<file path="src/design/dqp_pkg.sv">
// Package: shared types and constants of the DNS question parser.
`timescale 1ns / 1ps
`default_nettype none
package dqp_pkg;

  localparam int unsigned MAX_NAME   = 256;
  localparam int unsigned FIXED_TAIL = 4;
  localparam int unsigned MAX_LABEL  = 63;
  localparam int unsigned OFF_W      = 9;
  localparam int unsigned LBL_W      = 6;

  localparam logic [7:0] DOT_CHAR = 8'h2E;

  localparam logic [1:0] STATUS_OK      = 2'd0;
  localparam logic [1:0] STATUS_NO_ROOM = 2'd1;
  localparam logic [1:0] STATUS_BAD_LBL = 2'd2;

  typedef struct packed {
    logic [7:0]  data_byte;
    logic        first;
    logic [15:0] buffer_size;
  } dqp_in_t;

  typedef struct packed {
    logic [7:0]       out_char;
    logic             char_valid;
    logic             done_res;
    logic [1:0]       status;
    logic [15:0]      qtype;
    logic [15:0]      qclass;
    logic [OFF_W-1:0] bytes_consumed;
  } dqp_out_t;

endpackage
`default_nettype wire

</file>
<file path="src/design/dqp_in_reg.sv">
// Input register: holds one accepted transaction until the parser takes it.
`timescale 1ns / 1ps
`default_nettype none
module dqp_in_reg (
  input  wire             clk_i,
  input  wire             rst_ni,
  input  wire             in_valid_i,
  output logic            in_ready_o,
  input  dqp_pkg::dqp_in_t in_data_i,
  output logic            item_valid_o,
  output dqp_pkg::dqp_in_t item_o,
  input  wire             item_take_i
);

  logic             valid_q;
  dqp_pkg::dqp_in_t data_q;

  assign in_ready_o   = !valid_q || item_take_i;
  assign item_valid_o = valid_q;
  assign item_o       = data_q;

  always_ff @(posedge clk_i or negedge rst_ni) begin
    if (!rst_ni) begin
      valid_q <= 1'b0;
    end else if (in_valid_i && in_ready_o) begin
      valid_q <= 1'b1;
    end else if (item_take_i) begin
      valid_q <= 1'b0;
    end
  end

  always_ff @(posedge clk_i) begin
    if (in_valid_i && in_ready_o) begin
      data_q <= in_data_i;
    end
  end

endmodule
`default_nettype wire

</file>
<file path="src/design/dqp_parse.sv">
// Parser: phase machine, name/type/class tracking and result register.
`timescale 1ns / 1ps
`default_nettype none
module dqp_parse (
  input  wire              clk_i,
  input  wire              rst_ni,
  input  wire              item_valid_i,
  input  dqp_pkg::dqp_in_t item_i,
  output logic             item_take_o,
  output logic             out_valid_o,
  input  wire              out_ready_i,
  output dqp_pkg::dqp_out_t out_data_o
);

  typedef enum logic [2:0] {
    PH_IDLE     = 3'd0,
    PH_LEN      = 3'd1,
    PH_LABEL    = 3'd2,
    PH_TYPE_HI  = 3'd3,
    PH_TYPE_LO  = 3'd4,
    PH_CLASS_HI = 3'd5,
    PH_CLASS_LO = 3'd6
  } phase_e;

  localparam int unsigned SUM_W = 17;

  phase_e                      ph_q, ph_d;
  logic [dqp_pkg::LBL_W-1:0]   lab_q, lab_d;
  logic [dqp_pkg::OFF_W-1:0]   off_q, off_d;
  logic [15:0]                 lim_q, lim_d;
  logic [15:0]                 type_q, type_d;
  logic [7:0]                  chi_q, chi_d;
  logic                        out_valid_q;
  dqp_pkg::dqp_out_t           out_q, res;

  phase_e                      ph;
  logic [dqp_pkg::OFF_W-1:0]   off, off_inc;
  logic [dqp_pkg::LBL_W-1:0]   lab, lab_dec;
  logic [SUM_W-1:0]            lbl_end, tail_end;
  logic [7:0]                  b;

  assign item_take_o = item_valid_i && (!out_valid_q || out_ready_i);
  assign out_valid_o = out_valid_q;
  assign out_data_o  = out_q;

  always_comb begin
    b       = item_i.data_byte;
    res     = '0;
    ph      = item_i.first ? PH_LEN : ph_q;
    off     = item_i.first ? '0 : off_q;
    lab     = item_i.first ? '0 : lab_q;
    lim_d   = item_i.first ? item_i.buffer_size : lim_q;
    type_d  = item_i.first ? 16'h0 : type_q;
    chi_d   = item_i.first ? 8'h0 : chi_q;
    ph_d    = ph;
    off_d   = off;
    lab_d   = lab;
    off_inc = off + 1'b1;
    lab_dec = lab - 1'b1;
    lbl_end = SUM_W'(off) + SUM_W'(b) + 1'b1;
    tail_end = SUM_W'(off) + SUM_W'(dqp_pkg::FIXED_TAIL);

    if (item_i.first && (item_i.buffer_size < 16'(dqp_pkg::FIXED_TAIL))) begin
      res.done_res = 1'b1;
      res.status   = dqp_pkg::STATUS_NO_ROOM;
      ph_d         = PH_IDLE;
    end else begin
      unique case (ph)
        PH_LEN: begin
          if (b == 8'h0) begin
            if (tail_end >= SUM_W'(lim_d)) begin
              res.done_res       = 1'b1;
              res.status         = dqp_pkg::STATUS_NO_ROOM;
              res.bytes_consumed = off_inc;
              ph_d               = PH_IDLE;
            end else begin
              ph_d  = PH_TYPE_HI;
              off_d = off_inc;
            end
          end else if (b > 8'(dqp_pkg::MAX_LABEL)) begin
            res.done_res       = 1'b1;
            res.status         = dqp_pkg::STATUS_BAD_LBL;
            res.bytes_consumed = off;
            ph_d               = PH_IDLE;
          end else if (lbl_end >= SUM_W'(lim_d) ||
                       lbl_end >= SUM_W'(dqp_pkg::MAX_NAME)) begin
            res.done_res       = 1'b1;
            res.status         = dqp_pkg::STATUS_NO_ROOM;
            res.bytes_consumed = off;
            ph_d               = PH_IDLE;
          end else begin
            res.out_char   = dqp_pkg::DOT_CHAR;
            res.char_valid = 1'b1;
            lab_d          = b[dqp_pkg::LBL_W-1:0];
            ph_d           = PH_LABEL;
            off_d          = off_inc;
          end
        end
        PH_LABEL: begin
          res.out_char   = b;
          res.char_valid = 1'b1;
          lab_d          = lab_dec;
          if (lab_dec == '0) begin
            ph_d = PH_LEN;
          end
          off_d = off_inc;
        end
        PH_TYPE_HI: begin
          type_d = {b, 8'h0};
          ph_d   = PH_TYPE_LO;
          off_d  = off_inc;
        end
        PH_TYPE_LO: begin
          type_d = {type_d[15:8], b};
          ph_d   = PH_CLASS_HI;
          off_d  = off_inc;
        end
        PH_CLASS_HI: begin
          chi_d = b;
          ph_d  = PH_CLASS_LO;
          off_d = off_inc;
        end
        PH_CLASS_LO: begin
          res.qtype          = type_d;
          res.qclass         = {chi_d, b};
          res.done_res       = 1'b1;
          res.status         = dqp_pkg::STATUS_OK;
          res.bytes_consumed = off_inc;
          ph_d               = PH_IDLE;
          off_d              = off_inc;
        end
        default: begin
          ph_d = ph;
        end
      endcase
    end
  end

  always_ff @(posedge clk_i or negedge rst_ni) begin
    if (!rst_ni) begin
      ph_q        <= PH_IDLE;
      lab_q       <= '0;
      off_q       <= '0;
      lim_q       <= '0;
      type_q      <= '0;
      chi_q       <= '0;
      out_valid_q <= 1'b0;
      out_q       <= '0;
    end else if (item_take_o) begin
      ph_q        <= ph_d;
      lab_q       <= lab_d;
      off_q       <= off_d;
      lim_q       <= lim_d;
      type_q      <= type_d;
      chi_q       <= chi_d;
      out_valid_q <= 1'b1;
      out_q       <= res;
    end else if (out_ready_i) begin
      out_valid_q <= 1'b0;
    end
  end

`ifndef NO_ASSERTIONS
  a_take_gives_result: assert property (@(posedge clk_i) disable iff (!rst_ni)
    item_take_o |=> out_valid_q)
    else $error("taken transaction produced no result");

  a_char_not_done: assert property (@(posedge clk_i) disable iff (!rst_ni)
    out_valid_q |-> !(out_q.char_valid && out_q.done_res))
    else $error("name character reported together with done");

  a_error_is_done: assert property (@(posedge clk_i) disable iff (!rst_ni)
    (out_valid_q && out_q.status != dqp_pkg::STATUS_OK) |-> out_q.done_res)
    else $error("error status without done");

  a_label_count: assert property (@(posedge clk_i) disable iff (!rst_ni)
    (ph_q == PH_LABEL) |-> (lab_q != '0))
    else $error("label phase with no label bytes left");
`endif

endmodule
`default_nettype wire

</file>
<file path="src/design/dns_question_parser.sv">
// Top level: DNS question section parser, one byte per transaction.
`timescale 1ns / 1ps
`default_nettype none
// Takes the bytes of a DNS question one per input transaction; the byte with
// first set starts a new question and samples buffer_size. Every accepted byte
// yields exactly one result: a '.' for each label-length byte, the label bytes
// unchanged, and on the last class byte done with qtype, qclass and the number
// of bytes read. Errors (no room, label length above 63) end the question with
// done and a nonzero status; bytes without first while idle give an all-zero
// result. Throughput is one byte per clock cycle while the output is not
// stalled; a byte passes through the input register, then the parse logic
// into the result register. Both sides are registered, so a stalled output
// does not block the input until both registers are full.
module dns_question_parser (
  input  wire               clk_i,
  input  wire               rst_ni,
  input  wire               in_valid_i,
  output logic              in_ready_o,
  input  dqp_pkg::dqp_in_t  in_data_i,
  output logic              out_valid_o,
  input  wire               out_ready_i,
  output dqp_pkg::dqp_out_t out_data_o
);

  logic             item_valid;
  logic             item_take;
  dqp_pkg::dqp_in_t item;

  dqp_in_reg u_in_reg (
    .clk_i        (clk_i),
    .rst_ni       (rst_ni),
    .in_valid_i   (in_valid_i),
    .in_ready_o   (in_ready_o),
    .in_data_i    (in_data_i),
    .item_valid_o (item_valid),
    .item_o       (item),
    .item_take_i  (item_take)
  );

  dqp_parse u_parse (
    .clk_i        (clk_i),
    .rst_ni       (rst_ni),
    .item_valid_i (item_valid),
    .item_i       (item),
    .item_take_o  (item_take),
    .out_valid_o  (out_valid_o),
    .out_ready_i  (out_ready_i),
    .out_data_o   (out_data_o)
  );

endmodule
`default_nettype wire

</file>
<file path="config.mk">
export PLATFORM = sky130hd
export DESIGN_NAME = dns_question_parser
export DESIGN_NICKNAME = d
export VERILOG_FILES = /design/src/design/dqp_pkg.sv /design/src/design/dqp_in_reg.sv /design/src/design/dqp_parse.sv /design/src/design/dns_question_parser.sv
export SDC_FILE = /design/constraint.sdc
export NUM_CORES = 1
export LEC_CHECK = 0
export BUFFER_PORTS_ARGS = -buffer_cell sky130_fd_sc_hd__buf_2
export CAP_MARGIN = 20
export CORE_ASPECT_RATIO = 1.5
export CORE_MARGIN = 5
export CORE_UTILIZATION = 63
export DETAILED_ROUTE_END_ITERATION = 10
export HOLD_SLACK_MARGIN = 0.06
export PLACE_DENSITY = 0.81
export SLEW_MARGIN = 10
export SYNTH_ARGS = -nofsm -noshare
export SYNTH_HDL_FRONTEND = slang
export SYNTH_HIERARCHICAL = 1
export SYNTH_SLANG_ARGS = --single-unit
</file>
<file path="constraint.sdc">
create_clock -name clk_i -period 9 [get_ports clk_i]
set_input_delay 0.45 -clock clk_i [delete_from_list [all_inputs] [get_ports clk_i]]
set_output_delay 0.45 -clock clk_i [all_outputs]
set_load 0.005 [all_outputs]
</file>
==> metrics.cfg <==
[timing]
max_slew_margin=0.329
tns_ns=0
fmax_mhz=171
setup_ws_ns=3.15
period_minus_slack_ns=5.85
rsz0062_at_grt=no
finClkSkew_ns=0.0104
worst_pin_slew_ns=0.997
setup_viol=0
final.period_utilization=0.650
hold_viol=0
timing_max_transition_violations_final=0

[critical_path]
slowest_stage=edfxtp_1
crit_start=u_in_reg/item_o[16]
max_stage_delay_ns=0.77
r2r_cells=20
r2r_setup_slack_ns=3.15
endpoint_kind=register
path_class=register to register
r2r_start=u_in_reg/item_o[16]
worst-path-buf-inv=3
crit_chain=buf_4 > bufinv_8 > nand2_1 > inv_1 > ha_1 > a21o_1 > a21o_1 > a21oi_1 > nand2_1 > xnor2_1 > ha_1 > a211oi_1 > o211ai_1 > a21oi_1 > o41ai_2 > a31o_2 > nor3_2 > nand2b_1 > o21ai_0 > a221o_1
critPathCapture=u_parse/lab_q[4]
path_delay_family=compound AO/OA/AOI/OAI gates
worstPathArrival_ns=6.15
path_max_fanout=43
start_kind=register
reg2reg_to=u_parse/lab_q[4]
critPathRequiredTime_ns=9.30
path_depth=20

[cts]
cts-htree-levels=4
clkTransAtPathRegs_ns=0.07
holdBufCountCts=1
cts.sinks=138
root_buffer=clkbuf_16
clkLatencyLatePin_ns=0.42
numCtsBuffers=17
cts_tree=built
clockBufferDepth=2
cts-resized-gates=0
post_cts_buffers=0

[layout]
seq_area_sq_um=3580
fin_nets=817
instances_no_fill=922
multi_input_area_sq_um=3380
layout-drive-gt1-share=0.206
final.fill_count=799
antennaDiodeCount=0
synthToLayoutAreaGrowth_pct=15.0

[route]
drt_iter0_markers=442
drtAntennaViolNets=0
top_layer=met4
drt-total-wl_mm=19.7
vias=5972
routed_via_density=6.48
dr.pass1.iters=5
drc=0
dr_wl_met3_mm=1.20
wire_per_inst_microns=21.4
wl_met2_mm=10.3
wl_met1_mm=6.98

[die]
start_util=0.636
die_x_microns=97.4
core_sq_um=11400
dieArea_sq_um=13700
row_count=48
die_h_microns=141
io_pins=84

[power_and_ir_drop]
irDropWorstVdd_v=0.000147
power_density_nw_per_um2=245
p_leak_nw=3.88

[yosys]
synth_top_area_cell=dfrtp_1
synth-compound-area-share=0.219
synth_xor_area_frac=0.0267
synthDistinctLibCells=74
synth_top_family_by_area=compound AO/OA/AOI/OAI gates
synth_fa_ha_area_frac=0.0532
ys_ff_latch=138
ys_async_sr_fraction=0.819
synth-main-ff-cell=dfrtp_1
synth_mux_area_frac=0.0307
postSynthAreaPerCell_sq_um=10.5
synth_cells=690
ys.warnings.count=6
synth_edf_count=25
syn-cell-area_sq_um=7220
synth_nets=748
ys_seq_area_frac=0.496
synth_simple_gate_area_frac=0.137
netlist_top_cells_area=dfrtp_1, edfxtp_1, a22o_1
yosysTopAreaCellShare=0.392

[placed_design]
dp_slack_ns=3.28
hpwl_mm=13.7
port_buffers=83
dp.cells=889
place_congestion=1.02

[global_routing]
overflow=0
grt_pass1_vias=6234
grt_antenna_before_repair=0
grt_max_degree=93
grtUsageTotal=0.293
grt_pass1_wl_mm=31.8

[run_status]
status=complete, no violations

[run]
max_cap_viol_count=0

[hold_path]
hp-class=input pin to register

## routing by layer
| layer | GRT usage | up-vias |
|---|---|---|
| li1 | - | 2684 |
| met1 | 0.316 | 2909 |
| met2 | 0.522 | 299 |
| met3 | 0.0550 | 80 |
| met4 | 0.190 | 0 |
| met5 | 0 | - |
## logic make-up after synthesis
| group | after synthesis |
|---|---|
| XOR/XNOR | 22 |
| flip-flops | 138 |
| buffers and inverters | 62 |
| AND/OR/NAND/NOR | 201 |
| multiplexers | 21 |
| AO/OA/AOI/OAI | 215 |
| adder cells (fa/ha/maj) | 31 |
## placed cells by master (no fill, tap or decap), drive strengths merged, types with 17 or more instances in the layout
cell / instances
clkbuf: 18
edfxtp: 25
dfrtp: 113
o21ai: 47
a21oi: 33
buf: 88
inv: 31
a22o: 63
nand2: 64
ha: 29
nor2: 57
xnor2: 17
## worst min-delay path by stage
stage                        from                endpoint  slack (ns)  cells after the start
floorplan                  rst_ni   u_in_reg/item_valid_o        0.15                      0
global route        in_data_i[14]     u_in_reg/item_o[14]        0.19                      1
global placement           rst_ni  u_parse/out_data_o[22]        0.42                      1
CTS                  in_data_i[6]      u_in_reg/item_o[6]        0.19                      1
finish               in_data_i[7]      u_in_reg/item_o[7]        0.20                      1
detailed placement         rst_ni  u_parse/out_data_o[22]        0.44                      1
## stage by stage
| step | hold slack, ns | total power [mW] | area [sq um] | utilization |
|---|---|---|---|---|
| 2_1_floorplan | 0.154 | 1.18 | 7220 | - |
| 5_1_grt | 0.187 | 2.14 | 8310 | 0.732 |
| 4_1_cts | 0.191 | 2.03 | 8300 | 0.731 |
| 6_report | 0.203 | 2.04 | 8310 | 0.732 |
| 3_3_place_gp | 0.421 | 1.32 | 7690 | 0.678 |
| 3_5_place_dp | 0.437 | 1.33 | 7700 | 0.679 |
## sequential cells by signal, indices dropped and copies added (netlist names)
register and cells:
u_parse/out_valid_o 1, u_in_reg/item_valid_o 1, u_parse/chi_q 8, u_parse/out_data_o 53
u_parse/type_q 16, u_parse/off_q 9, u_parse/lab_q 6, u_in_reg/item_o 25
u_parse/ph_q 3, u_parse/lim_q 16
## cells in the mapped netlist, types with 16 or more instances
library cell and instances:
dfrtp_1 113, a22o_1 63, nand2_1 62, nor2_1 57
o21ai_0 44, a21oi_1 32, ha_1 29, clkbuf_1 28
edfxtp_1 25, inv_1 21, xnor2_1 17, nand3_1 16
## power breakdown
part	switching [mW]	leakage (nW)	total, mW	internal (mW)
registers	0.124	1.75	0.847	0.724
logic	0.298	1.85	0.502	0.204
clock network	0.303	0.281	0.687	0.384
total	0.724	3.88	2.04	1.31
## final cells by class
type / instances / area share
sequential: 138 / 0.431
multi-input combinational: 490 / 0.407
timing repair buffer: 90 / 0.0572
clock buffer: 18 / 0.0542
tap: 150 / 0.0226
clock inverter: 14 / 0.0164
inverter: 22 / 0.0116
(Power assumes the default switching activity.)
